$ cat src/rtl/core/isotp_pkg.sv
package isotp_pkg;

	localparam logic [7:0]  FF_PCI        = 8'h10;
	localparam logic [7:0]  CF_PCI        = 8'h20;
	localparam logic [3:0]  NIBBLE        = 4'hF;
	localparam logic [7:0]  BYTE_MASK     = 8'hFF;
	localparam logic [15:0] MULTI_MAX_LEN = 16'd4095;
	localparam logic [11:0] SF_MAX_LEN    = 12'd7;
	localparam logic [11:0] FF_DATA_BYTES = 12'd6;

	localparam logic [1:0] KIND_SINGLE      = 2'd0;
	localparam logic [1:0] KIND_FIRST       = 2'd1;
	localparam logic [1:0] KIND_CONSECUTIVE = 2'd2;

	typedef struct packed {
		logic [7:0]  data_byte;
		logic [15:0] message_length;
		logic [10:0] can_identifier;
		logic        start_of_message;
	} item_t;

	typedef struct packed {
		logic [63:0] data;
		logic [3:0]  byte_count;
		logic [10:0] identifier;
		logic [1:0]  kind;
		logic        last;
	} frame_t;

endpackage

$ cat src/rtl/core/isotp_in_stage.sv
module isotp_in_stage import isotp_pkg::*; (
	input  logic  clk,
	input  logic  arst_n,
	input  logic  in_valid,
	output logic  in_stall,
	input  item_t item_in,
	input  logic  advance,
	output logic  valid_s1,
	output item_t item_s1
);

	assign in_stall = valid_s1 & ~advance;

	always_ff @(posedge clk or negedge arst_n) begin
		if (!arst_n) begin
			valid_s1 <= 1'b0;
		end else if (!in_stall) begin
			valid_s1 <= in_valid;
		end
	end

	always_ff @(posedge clk) begin
		if (in_valid && !in_stall) begin
			item_s1 <= item_in;
		end
	end

endmodule

$ cat src/rtl/core/isotp_frame_builder.sv
module isotp_frame_builder import isotp_pkg::*; (
	input  logic   clk,
	input  logic   arst_n,
	input  logic   valid_s1,
	input  item_t  item_s1,
	input  logic   advance,
	output logic   emit,
	output frame_t frame
);

	logic [63:0] fb_q, fb_d;
	logic [3:0]  bif_q, bif_d;
	logic [11:0] br_q, br_d;
	logic [11:0] tl_q, tl_d;
	logic [3:0]  seq_q, seq_d;
	logic [10:0] id_q, id_d;
	logic        rej_q, rej_d;
	logic        full, last, single;
	logic [1:0]  kind;

	function automatic logic [63:0] put_byte(logic [63:0] fb, logic [2:0] pos, logic [7:0] b);
		return fb | ({b & BYTE_MASK, 56'h0} >> {pos, 3'b000});
	endfunction

	always_comb begin
		fb_d   = fb_q;
		bif_d  = bif_q;
		br_d   = br_q;
		tl_d   = tl_q;
		seq_d  = seq_q;
		id_d   = id_q;
		rej_d  = rej_q;
		emit   = 1'b0;
		full   = 1'b0;
		last   = 1'b0;
		single = 1'b0;
		kind   = KIND_SINGLE;
		if (item_s1.start_of_message) begin
			tl_d  = item_s1.message_length[11:0];
			id_d  = item_s1.can_identifier;
			br_d  = '0;
			bif_d = '0;
			seq_d = 4'd1;
			fb_d  = '0;
			rej_d = (item_s1.message_length == 16'd0) ||
				(item_s1.message_length > MULTI_MAX_LEN);
			if (!rej_d) begin
				if (item_s1.message_length[11:0] <= SF_MAX_LEN) begin
					fb_d  = put_byte(fb_d, 3'd0, item_s1.message_length[7:0]);
					bif_d = 4'd1;
				end else begin
					fb_d  = put_byte(fb_d, 3'd0,
						FF_PCI | {4'h0, item_s1.message_length[11:8]});
					fb_d  = put_byte(fb_d, 3'd1, item_s1.message_length[7:0]);
					bif_d = 4'd2;
				end
			end
		end
		if (!rej_d && (br_d < tl_d)) begin
			if (bif_d == 4'd0) begin
				fb_d  = put_byte(fb_d, 3'd0, CF_PCI | {4'h0, seq_d & NIBBLE});
				bif_d = 4'd1;
			end
			fb_d   = put_byte(fb_d, bif_d[2:0], item_s1.data_byte);
			bif_d  = bif_d + 4'd1;
			br_d   = br_d + 12'd1;
			full   = bif_d[3];
			last   = (br_d == tl_d);
			single = (tl_d <= SF_MAX_LEN);
			if (single) begin
				emit = last;
				kind = KIND_SINGLE;
			end else begin
				emit = full | last;
				kind = (br_d == FF_DATA_BYTES) ? KIND_FIRST : KIND_CONSECUTIVE;
			end
		end
		frame.data       = fb_d;
		frame.byte_count = bif_d;
		frame.identifier = id_d;
		frame.kind       = kind;
		frame.last       = last;
		if (emit) begin
			if (kind == KIND_CONSECUTIVE) begin
				seq_d = (seq_d + 4'd1) & NIBBLE;
			end
			fb_d  = '0;
			bif_d = '0;
		end
	end

	always_ff @(posedge clk or negedge arst_n) begin
		if (!arst_n) begin
			fb_q  <= '0;
			bif_q <= '0;
			br_q  <= '0;
			tl_q  <= '0;
			seq_q <= 4'd1;
			id_q  <= '0;
			rej_q <= 1'b0;
		end else if (valid_s1 && advance) begin
			fb_q  <= fb_d;
			bif_q <= bif_d;
			br_q  <= br_d;
			tl_q  <= tl_d;
			seq_q <= seq_d;
			id_q  <= id_d;
			rej_q <= rej_d;
		end
	end

endmodule

$ cat src/rtl/core/isotp_out_stage.sv
module isotp_out_stage import isotp_pkg::*; (
	input  logic   clk,
	input  logic   arst_n,
	input  logic   valid_s1,
	input  logic   emit,
	input  frame_t frame,
	output logic   advance,
	output logic   out_valid,
	input  logic   out_stall,
	output frame_t frame_q
);

	logic out_valid_q;

	assign advance   = ~out_valid_q | ~out_stall;
	assign out_valid = out_valid_q;

	always_ff @(posedge clk or negedge arst_n) begin
		if (!arst_n) begin
			out_valid_q <= 1'b0;
		end else if (advance) begin
			out_valid_q <= valid_s1 & emit;
		end
	end

	always_ff @(posedge clk) begin
		if (advance && valid_s1 && emit) begin
			frame_q <= frame;
		end
	end

endmodule

$ cat src/rtl/core/isotp_tx_segmenter_unit.sv
// ISO-TP transmit segmenter.
// Input channel (in_valid / in_stall): one payload byte per word, in order.
// The word with start_of_message set also carries message_length and
// can_identifier. Lengths 1..7 give one single frame, 8..4095 a first frame
// followed by consecutive frames; zero or above 4095 is swallowed whole.
// Output channel (out_valid / out_stall): one CAN frame per word, left
// aligned in frame_data, unpadded, with byte count, identifier, kind and
// a last-frame flag.
// Throughput: one byte per cycle while no stalled output frame is held;
// the frame builder logic is combinational between the input register
// and the output register, where a frame is registered after the byte
// that completes it has passed the input register.
// Reset: no frame pending, no message open, sequence number back to one.
// A stalled output frame is held; the input register then fills and
// in_stall rises until the frame is taken.
module isotp_tx_segmenter_unit import isotp_pkg::*; (
	input  logic        clk,
	input  logic        arst_n,
	input  logic        in_valid,
	output logic        in_stall,
	input  logic [7:0]  data_byte,
	input  logic [15:0] message_length,
	input  logic [10:0] can_identifier,
	input  logic        start_of_message,
	output logic        out_valid,
	input  logic        out_stall,
	output logic [63:0] frame_data,
	output logic [3:0]  frame_byte_count,
	output logic [10:0] frame_identifier,
	output logic [1:0]  frame_kind,
	output logic        last_frame
);

	item_t  item_in, item_s1;
	frame_t frame, frame_q;
	logic   valid_s1, advance, emit;

	assign item_in.data_byte        = data_byte;
	assign item_in.message_length   = message_length;
	assign item_in.can_identifier   = can_identifier;
	assign item_in.start_of_message = start_of_message;

	isotp_in_stage u_in (
		.clk      (clk),
		.arst_n   (arst_n),
		.in_valid (in_valid),
		.in_stall (in_stall),
		.item_in  (item_in),
		.advance  (advance),
		.valid_s1 (valid_s1),
		.item_s1  (item_s1)
	);

	isotp_frame_builder u_build (
		.clk      (clk),
		.arst_n   (arst_n),
		.valid_s1 (valid_s1),
		.item_s1  (item_s1),
		.advance  (advance),
		.emit     (emit),
		.frame    (frame)
	);

	isotp_out_stage u_out (
		.clk       (clk),
		.arst_n    (arst_n),
		.valid_s1  (valid_s1),
		.emit      (emit),
		.frame     (frame),
		.advance   (advance),
		.out_valid (out_valid),
		.out_stall (out_stall),
		.frame_q   (frame_q)
	);

	assign frame_data       = frame_q.data;
	assign frame_byte_count = frame_q.byte_count;
	assign frame_identifier = frame_q.identifier;
	assign frame_kind       = frame_q.kind;
	assign last_frame       = frame_q.last;

	a_stall_cause: assert property (@(posedge clk) disable iff (!arst_n)
		in_stall |-> (out_valid && out_stall))
		else $error("input stalled while output free");

	a_count_range: assert property (@(posedge clk) disable iff (!arst_n)
		out_valid |-> (frame_byte_count != 4'd0 && frame_byte_count <= 4'd8))
		else $error("frame byte count out of range");

	a_first_full: assert property (@(posedge clk) disable iff (!arst_n)
		(out_valid && frame_kind == KIND_FIRST) |-> (frame_byte_count == 4'd8 && !last_frame))
		else $error("malformed first frame");

	a_single_pci: assert property (@(posedge clk) disable iff (!arst_n)
		(out_valid && frame_kind == KIND_SINGLE) |->
		(last_frame && frame_data[63:56] == {4'h0, frame_byte_count - 4'd1}))
		else $error("single frame PCI mismatch");

endmodule

$ cat config.mk
export PLATFORM = sky130hd
export DESIGN_NAME = isotp_tx_segmenter_unit
export DESIGN_NICKNAME = d
export VERILOG_FILES = /design/src/rtl/core/isotp_pkg.sv /design/src/rtl/core/isotp_in_stage.sv /design/src/rtl/core/isotp_frame_builder.sv /design/src/rtl/core/isotp_out_stage.sv /design/src/rtl/core/isotp_tx_segmenter_unit.sv
export SDC_FILE = /design/constraint.sdc
export NUM_CORES = 1
export LEC_CHECK = 0
export BUFFER_PORTS_ARGS = -buffer_cell sky130_fd_sc_hd__buf_2
export CAP_MARGIN = 20
export CELL_PAD_IN_SITES_DETAIL_PLACEMENT = 1
export CELL_PAD_IN_SITES_GLOBAL_PLACEMENT = 1
export CORE_MARGIN = 10
export CORE_UTILIZATION = 25
export CTS_CLUSTER_SIZE = 16
export DETAILED_ROUTE_END_ITERATION = 12
export GPL_TIMING_DRIVEN = 0
export PLACE_DENSITY_LB_ADDON = 0.1
export SKIP_LAST_GASP = 1
export SYNTH_ARGS = -nofsm -noshare
export SYNTH_HDL_FRONTEND = slang
export SYNTH_HIERARCHICAL = 1
export SYNTH_SLANG_ARGS = --single-unit
$ cat constraint.sdc
create_clock -name clk -period 22.8 [get_ports clk]
set_clock_uncertainty 0.05 [all_clocks]
set_input_delay 1.14 -clock clk [delete_from_list [all_inputs] [get_ports clk]]
set_output_delay 1.14 -clock clk [all_outputs]
set_load 0.005 [all_outputs]
# Word-level counts from Yosys, hierarchy flattened
# Cells that the tools add are included.
# word_totals
register_bits,228
input_bits,40
elab_cells,75
# classes
add_sub_neg,3
n_lt_le_gt_ge,4
eq_ne,3
n_shift,1
muxes,27
bitwise,10
reduce_logical,9
# op_table
operator,count
2-to-1 mux 64 bit,7
OR 64 x 62 -> 64 bit,1
OR 64 bit,1
right shift 64 x 6 -> 64 bit,1
OR 61 x 56 -> 61 bit,1
2-to-1 mux 12 bit,3
2-to-1 mux 4 bit,8
<= comparator 12 x 3 -> 1 bit (second input constant),2
greater-than comparator 16 x 12 -> 1 bit (second input constant),1
logical NOT 16 bit,1
adder 12 x 1 -> 12 bit (second input constant),1
equality test 12 bit,1
equality test 12 x 3 -> 1 bit (second input constant),1
less-than comparator 12 bit,1
2-to-1 mux 11 bit,1
2-to-1 mux 2 bit,5
adder 4 x 1 -> 4 bit (second input constant),2
logical AND 1 bit,4
logical NOT 4 bit,1
2-to-1 mux 1 bit,3
inverter 1 bit,3
bitwise AND 1 bit,2
equality test 2 bit (second input constant),1
logical NOT 1 bit,2
2 further kinds,3

# Longest topological paths before layout
# Gate-level depths: netlist of the first run.
# logic_depth
depth_word,12
ltp_mapped,19
mapped_depth_nobuf,13

# Cells and area by module
# The synthesis of the first run kept the hierarchy.
# by_module_without_submodules
module,instances,cells_per_inst,area_each_um2
isotp_frame_builder,1,745,6975.4
isotp_out_stage,1,87,2503.7
isotp_in_stage,1,41,1138.6

# Least setup slack after synthesis of the first run
# Ideal clock, no wire load.
# synth_path
path_kind,register -> register
start,reg u_in/item_s1[0] (netlist name)
end,reg u_out/frame_q[0] (netlist name)
setup_ps,550
arrival_ps,7741
required_ps,22200
setup_slack_ps,14459
path_stages_with_launch,20
period_less_slack_ps,8341
cell_sequence,edfxtp_1 buf_4 buf_4 buf_4 clkbuf_1 buf_1 buf_1 nor2b_1 ha_1 clkbuf_1 and3b_1 nand2_1 xnor2_1 nor4_2 a41oi_2 nand2b_1 clkbuf_1 inv_2 nand2_1 a21oi_1
# synth_between
elab_chain_cells,9
elab_cells_between_ends,18
cone_classes,2 x add/sub; 2 x order compare; 1 x eq/ne; 8 x mux; 1 x bitwise; 4 x reduce/logical
# synth_rtl
element,line,text
branches (longest 7 deep; another with adder 12 x 1 -> 12 bit),-,
2-to-1 mux 1 bit *,isotp_frame_builder.sv:59,if (!rej_d && (br_d < tl_d)) begin
net emit,isotp_tx_segmenter_unit.sv:36,"logic valid_s1, advance, emit;"
logical AND 1 bit *,isotp_out_stage.sv:27,if (advance && valid_s1 && emit) begin
# Mark *: on every way through the listed nets, which the timed path passes. The select of a mux whose other input is x is not followed.
# A chain may end at the register's enable or synchronous reset.

# Worst setup path in the final report of the first run
# layout_path
start,reg u_in/item_s1[0] (netlist name)
end,reg u_out/frame_q[60] (netlist name)
# layout_between
elab_chain_cells,9
elab_cells_between_ends,18
cone_classes,2 x add/sub; 2 x order compare; 1 x eq/ne; 8 x mux; 1 x bitwise; 4 x reduce/logical
# layout_rtl
element,line
branches (longest 7 deep; another with adder 12 x 1 -> 12 bit),-
2-to-1 mux 1 bit *,isotp_frame_builder.sv:59
net emit,isotp_tx_segmenter_unit.sv:36
logical AND 1 bit *,isotp_out_stage.sv:27
# Marks and branches as above.

==> results of run 1 <==
-- critical path: stages (launching register included) --
cell      delay (ns)
edfxtp_1        0.49
buf_4           0.27
buf_4           0.24
buf_4           0.23
clkbuf_1        0.49
buf_1           0.57
buf_1           0.67
nor2b_1         0.19
ha_1            0.25
clkbuf_1        0.24
and3b_1         0.27
nand2_1         0.18
xnor2_1         0.12
nor4_2          0.45
a41oi_2         0.42
nand2b_1        0.27
clkbuf_1        0.16
inv_2           0.12
nand2_1         0.12
a21oi_4         0.56
buf_16          0.24
buf_12          0.20
-- power by group through the flow --
stage / combinational (W) / clock, W / sequential, W
finish: 0.000107 / 0.000500 / 0.000468
global route: 0.000120 / 0.000532 / 0.000470
CTS: 0.000110 / 0.000513 / 0.000468
detailed placement: 0.000109 / 0 / 0.000476
global placement: 0.000107 / 0 / 0.000477
floorplan: 0.0000685 / 0 / 0.000470
-- worst paths after layout --
kind                                                      to  slack, ns
worst min register to register  u_build/id_q[10]$_DFFE_PN0P_       0.42
worst max-delay path             u_out/frame_q[60]$_DFFE_PP_      15.64
worst max register to register   u_out/frame_q[60]$_DFFE_PP_      15.64
worst min-delay path            u_build/id_q[10]$_DFFE_PN0P_       0.42
min in group asynchronous       u_build/fb_q[36]$_DFFE_PN0P_       0.50
max in group asynchronous       u_build/seq_q[0]$_DFFE_PN1P_      21.41
-- layout make-up --
| class | count | area [µm²] |
|---|---|---|
| plain buffers | 71 | 332 |
| clock buffers | 31 | 732 |
| clock inverters | 21 | 304 |
| fillers | 4621 | 28900 |
| inverters | 15 | 56.3 |
| multi-input cells | 559 | 3940 |
| flip-flops and latches | 228 | 6300 |
| well taps | 539 | 674 |
| repair buffers | 127 | 717 |
-- synthesized netlist by cell type, drive strengths merged (10+ instances only) --
library cell / n / area (µm²)
nand3: 19 / 95.1
o21ai: 23 / 115
a21oi: 17 / 85.1
a32o: 24 / 240
nor4: 12 / 118
xor2: 11 / 96.3
and2: 17 / 111
a22o: 71 / 632
a31o: 17 / 149
mux2: 12 / 135
inv: 14 / 52.6
nand2: 112 / 423
nor2: 33 / 131
nor2b: 11 / 68.8
dfrtp: 109 / 2730
o2bb2ai: 10 / 87.6
buf: 30 / 175
nand4: 12 / 75.1
edfxtp: 118 / 3540
nor3: 10 / 71.3
clkbuf: 41 / 156
mux2i: 12 / 120
and3: 26 / 165
ha: 16 / 200
xnor2: 16 / 140
-- layout by cell type, fill, tap and decap left out, types with 16 or more instances in the layout --
master,instances
nand2_1,111
clkbuf_16,28
a22o_1,63
nor2_1,32
dfrtp_1,109
buf_2,142
and3_1,24
ha_1,16
a21oi_1,16
clkbuf_1,40
edfxtp_1,118
xnor2_1,16
o21ai_0,21
nand3_1,19
a32o_1,24
-- sequential cells by signal, summed over array words and instances (netlist names) --
| register | flops |
|---|---|
| u_out/frame_q | 82 |
| u_build/fb_q | 64 |
| u_in/item_s1 | 36 |
| u_build/br_q | 12 |
| u_build/tl_q | 12 |
| u_build/id_q | 11 |
| u_build/bif_q | 4 |
| u_build/seq_q | 4 |
| u_build/rej_q | 1 |
| u_in/valid_s1 | 1 |
| u_out/out_valid | 1 |
-- logic make-up (layout without fill, tap and decap cells) --
| kind of cell | count (synthesis) | count (layout) |
|---|---|---|
| and+or+nand+nor | 275 | 275 |
| DFF | 228 | 228 |
| AOI/OAI and AO/OA | 217 | 217 |
| buffers and inverters | 86 | 265 |
| xor gates and xnor gates | 27 | 27 |
| muxes | 24 | 24 |
| adders and majority gates | 16 | 16 |
-- per-stage QoR --
stage | cell area, µm² | utilization | worst slack (ns) | hold slack, ns
final | 13100 | 0.311 | 15.64 | 0.415
after detailed placement | 12000 | 0.287 | 15.42 | 0.404
after global placement | 11900 | 0.284 | 9.43 | 0.396
after floorplan | 10600 | - | 14.46 | 0.385
after global routing | 13100 | 0.311 | 15.05 | 0.438
after CTS | 13100 | 0.311 | 15.42 | 0.417
-- routing by layer --
metal | track usage | wire, µm
met1 | 0.195 | 17700
met2 | 0.227 | 16600
met3 | 0.0263 | 1690
met4 | 0.0247 | 520
met5 | 0 | 0
==> results.tsv, run 1 <==
metric	value	unit
hold path depth	2	
worst-case clock buffer depth	3	
Reg2Reg Depth	21	
# IOs	124	
crit path from	u_in/item_s1[0]$_DFFE_PP_	
Pwr per Cell Area	82.4	nW/µm²
clock power share	0.465	
Die Height	226	µm
Syn Inst Count	873	
drt drc	0	
xor/xnor share of the synthesized area	0.0223	
Pre-antenna DRT Iters	4	
Post-Syn Nets	929	
EDFF count, synth	118	
grt ovf	0	
Max H-tree Level	1	
layout cells sized above 1	0.252	
period utilization	0.314	
CP Launch Type	register	
Post-CTS Setup Bufs	0	
leakage	5.41	nW
synth unique cells	78	
Iter 0 DRT Violations	434	
final hold violation count	0	
Final Non-Filler Cells	1591	
internal power	0.000802	W
Tmin final	7.16	ns
FF-to-FF Start	u_in/item_s1[0]$_DFFE_PP_	
gr usage total	0.141	
Placer Congestion	0.814	
synthesized area per cell	12.2	µm²
Slew HR	0.363	
final WL	36.5	mm
Final ANT Viol Nets	0	
vias in the first global route	8267	
antenna violations before repair	0	
DR vias	7775	
CP arrival	7.38	ns
CTS Hold Bufs	0	
vias per cell	4.89	
combinational share of power	0.100	
Synth Area in Adders	0.0189	
post-synthesis mux area share	0.0240	
global-route wire length before repair	55.0	mm
Rows	75	
post-CTS sizing	0	
largest family of logic cells by synthesized area	compound AO/OA/AOI/OAI gates	
CTS tree	done	
Placed Cells incl. Taps	1539	
worst slew pin tran	0.950	ns
Hold Path Class	register to register	
outcome	finished clean	
Setup TNS Final	0	ns
CP required	23.01	ns
min-delay src	u_in/item_s1[11]$_DFFE_PP_	
Post-synth ARST share	0.482	
IO buf count	123	
Synth Area in Compound Gates	0.169	
synthesized area	10600	µm²
P&R area growth vs syn	23.0	%
WS Path Type	register to register	
Maximum Capacitance Violations	0	
Layout Nets	1086	
final setup vio count	0	
critical path endpoint category	register	
Horiz. Die Dim	226	µm
clock latency on the worst-skew pair	0.56	ns
CTS clk-pin slew, worst paths	0.06	ns
cts bufs inserted	28	
unrepaired setup endpoints after global routing	false	
register area share after synthesis	0.593	
initial core utilization	0.253	
sw power	0.000274	W
CTS sink count	228	
register share of total power	0.435	
HPWL Detailed	26.4	mm
pin count of the biggest net entering global routing	59	
total power draw	0.00108	W
synthesis warning total	6	
maximum VDD drop	55.8	µV
Pins Over Slew Limit	0	
critical-path maximum fanout	30	
core area	41900	µm²
die area	51100	µm²
post-synthesis register bit count	228	
simple-gate area share of the yosys netlist	0.137	
Fmax	140	MHz
switching part of the total power	0.255	
# diodes	0	
drt wl/cell	23.0	µm
ys flop type	edfxtp_1	
Root Driver	clkbuf_16	
Power figures use the tool's default switching activity.
==> run 2, diff against run 1 <==
- ABC_AREA: unset -> 1
- clock period: 22.8 -> 5.9 ns (I/O delays scaled with it)
==> run 2 against run 1 <==
Compared with the run above:
- cell count rose by 16%
- area after synthesis down 2.1%
- hold slack got worse by 0.28 ns
- register-to-register slack got worse by 15 ns
- fmax increased by 36%
- design area is 0.61% higher
- non-clock buffer count rose by 21
- combinational power grew to 5.3 times the previous value
- critical path depth shrank 1
- first-iteration DRC count is 0.92% lower
- utilization up 0.97 points
- die area shrank 1.9%
- critical endpoint is now u_out/frame_q[52]$_DFFE_PP_
- largest cell class unchanged
- largest power group is now registers
==> results.tsv, run 2 <==
metric	value	unit	change
HPWL Detailed	26.9	mm	was 26.4 mm
multi-input logic area	3390	µm²	was 3940 µm²
WS Path Type	register to register		unchanged
synthesized area	10400	µm²	was 10,600 µm²
largest registers	u_out/frame_q (82), u_build/fb_q (64), u_in/item_s1 (36)		unchanged
Max H-tree Level	1		unchanged
slowest CP cell	buf_2		was buf_1
pin count of the biggest net entering global routing	82		was 59
unrepaired setup endpoints after global routing	false		unchanged
worst slew pin tran	0.788	ns	was 0.950 ns
Final ANT Viol Nets	0		unchanged
grt ovf	0		unchanged
# diodes	0		unchanged
Syn Inst Count	1094		was 873
CP required	6.09	ns	was 23.01 ns
CP Launch Type	register		unchanged
CP arrival	5.48	ns	was 7.38 ns
Pins Over Slew Limit	0		unchanged
Placer Congestion	0.784		was 0.814
synthesized area per cell	9.50	µm²	was 12.2 µm²
Pre-antenna DRT Iters	5		was 4
register area share after synthesis	0.606		was 0.593
maximum VDD drop	188	µV	was 55.8 µV
Die Height	224	µm	was 226 µm
global-route wire length before repair	56.7	mm	was 55.0 mm
critical path, cell by cell	inv_2 -> buf_6 -> clkbuf_1 -> buf_2 -> nand2_1 -> inv_1 -> ha_1 -> inv_1 -> nor2_1 -> nand2_1 -> o22ai_2 -> nand2_1 -> nand2_1 -> nand3_1 -> nor2_1 -> nand3_2 -> nand2_4 -> nand2_1 -> nor2_4 -> buf_12		was buf_4 -> buf_4 -> buf_4 -> clkbuf_1 -> buf_1 -> buf_1 -> nor2b_1 -> ha_1 -> clkbuf_1 -> and3b_1 -> nand2_1 -> xnor2_1 -> nor4_2 -> a41oi_2 -> nand2b_1 -> clkbuf_1 -> inv_2 -> nand2_1 -> a21oi_4 -> buf_16 -> buf_12
die area	50100	µm²	was 51,100 µm²
r2r setup slk	0.61	ns	was 15.64 ns
final setup vio count	0		unchanged
filler cell count	4699		was 4,621
Maximum Capacitance Violations	0		unchanged
Pwr per Cell Area	319	nW/µm²	was 82.4 nW/µm²
Post-CTS Setup Bufs	0		unchanged
critical-path maximum fanout	34		was 30
cell mode on critical path	nand2_1		
drt wl/cell	20.0	µm	was 23.0 µm
final hold violation count	0		unchanged
setup ws final	0.614	ns	was 15.64 ns
critical path's top delay family	simple AND/OR/NAND/NOR gates		was buffers and inverters
EDFF count, synth	118		unchanged
period utilization	0.896		was 0.314
crit-path max cell delay	0.55	ns	was 0.67 ns
reg2reg end	u_out/frame_q[52]$_DFFE_PP_		was u_out/frame_q[60]$_DFFE_PP_
CTS tree	done		unchanged
Layout Nets	1348		was 1,086
critical path endpoint category	register		unchanged
register area	6300	µm²	unchanged
Reg with most FFs	u_out/frame_q		unchanged
Critical path buffers and inverters	7		was 11
initial core utilization	0.254		was 0.253
Reg2Reg Depth	20		was 21
DR vias	8484		was 7,775
final WL	36.9	mm	was 36.5 mm
Setup TNS Final	0	ns	unchanged
top cells by area, synth	edfxtp_1 (34%), dfrtp_1 (26%), nand2_1 (11%)		was edfxtp_1 (33%), dfrtp_1 (26%), a22o_1 (5.2%)
vias in the first global route	8973		was 8,267
synthesis warning total	6		unchanged
Synth top area share	0.341		was 0.334
P&R area growth vs syn	26.4	%	was 23.0%
outcome	finished clean		unchanged
ys flop type	edfxtp_1		unchanged
CTS sink count	228		unchanged
cts bufs inserted	29		was 28
Final Non-Filler Cells	1846		was 1,591
Hold Path Class	input pin to async pin		was register to register
synth cell count leaders	nand2_1 (303), edfxtp_1 (118), o21ai_0 (117)		was edfxtp_1 (118), nand2_1 (111), dfrtp_1 (109)
gr usage total	0.145		was 0.141
clock latency on the worst-skew pair	0.56	ns	about the same
layout cells sized above 1	0.163		was 0.252
most frequent cells in the layout	nand2_1 (303), buf_2 (131), edfxtp_1 (118), o21ai_0 (117), inv_1 (116)		was buf_2 (142), edfxtp_1 (118), nand2_1 (111), dfrtp_1 (109), a22o_1 (63)
synth unique cells	39		was 78
Rows	74		was 75
# IOs	124		unchanged
Fmax	189	MHz	was 140 MHz
most common cell after layout, fill and taps aside	nand2_1		was buf_2
Tmin final	5.29	ns	was 7.16 ns
Post-Syn Nets	1150		was 929
Slew HR	0.474		was 0.363
Placed Cells incl. Taps	1753		was 1,539
dominant cell type by area after synthesis	edfxtp_1		unchanged
max reg flops	82		unchanged
post-synthesis register bit count	228		unchanged
vias per cell	4.60		was 4.89
Root Driver	clkbuf_16		unchanged
most frequent cell after synthesis	nand2_1		was edfxtp_1
setup slack at placement	-0.213	ns	was 15.42 ns
antenna violations before repair	0		unchanged
IO buf count	123		unchanged
met1 Use GR	0.195		about the same
GR met2 Demand/Resource	0.242		was 0.227
drt drc	0		unchanged
core area	40900	µm²	was 41,900 µm²
Horiz. Die Dim	224	µm	was 226 µm
worst-case clock buffer depth	3		unchanged
met3 usage	0.0201		was 0.0263
Post-synth ARST share	0.482		unchanged
GRT Max-Usage Layer	met2		unchanged
leakage	5.54	nW	was 5.41 nW
CTS clk-pin slew, worst paths	0.05	ns	was 0.06 ns
FF-to-FF Start	u_in/item_s1[0]$_DFFE_PP_		unchanged
Iter 0 DRT Violations	430		was 434
## run 2: stage by stage
stage	util	hold WS [ns]	cell area, µm²	power, W
global route	0.321	0.153	13100	0.00441
floorplan	-	-0.0506	10400	0.00219
finish	0.321	0.140	13100	0.00418
global placement	0.285	0.411	11700	0.00240
CTS	0.321	0.134	13100	0.00427
detailed placement	0.288	0.157	11800	0.00241
## run 2: kinds of logic after synthesis
| family | count (synthesis) | share of synthesized area |
|---|---|---|
| flip-flops | 228 | 0.606 |
| AO/OA/AOI/OAI | 211 | 0.113 |
| buffers and inverters | 174 | 0.0696 |
| XOR/XNOR | 5 | 0.00554 |
| adder cells (fa/ha/maj) | 16 | 0.0193 |
| AND/OR/NAND/NOR | 460 | 0.187 |
## run 2: worst max path at each step
stage                                       end                      start  cells past startpoint  slack (ns)
global route        u_out/frame_q[24]$_DFFE_PP_  u_in/item_s1[0]$_DFFE_PP_                     20        0.04
floorplan            u_out/frame_q[0]$_DFFE_PP_  u_in/item_s1[0]$_DFFE_PP_                     20        0.20
CTS                 u_out/frame_q[52]$_DFFE_PP_  u_in/item_s1[0]$_DFFE_PP_                     23        0.20
detailed placement  u_out/frame_q[24]$_DFFE_PP_  u_in/item_s1[0]$_DFFE_PP_                     23       -0.21
finish              u_out/frame_q[52]$_DFFE_PP_  u_in/item_s1[0]$_DFFE_PP_                     20        0.61
global placement     u_out/frame_q[8]$_DFFE_PP_  u_in/item_s1[0]$_DFFE_PP_                     22       -2.85
## run 2: layout make-up
cell class	count	area share
Sequential cell	228	0.479
Multi-Input combinational cell	693	0.258
Timing Repair Buffer	167	0.0845
Clock buffer	42	0.0605
Tap cell	532	0.0507
Inverter	121	0.0346
Buffer	52	0.0203
Clock inverter	11	0.0121
## run 2: report_power, final
part	internal, W	total, W	leakage, nW	switching, W
Sequential	0.00177	0.00183	2.54	0.0000574
Clock	0.00110	0.00179	0.461	0.000690
Combinational	0.000178	0.000564	2.53	0.000386
Total	0.00305	0.00418	5.54	0.00113
## run 2: per-layer routing
layer  routed length (µm)  vias up
li1                     -     4088
met1                17300     4234
met2                17700      129
met3                 1290       33
met4                  572        0
met5                    0        -
## run 2: what timing repair did
item,4_1_cts,5_1_grt
hold buffers,40,0
pin swaps,1,0
cloned,1,0
resized for setup,1,0
hold endpoints to repair,71,0
setup endpoints to repair,62,82
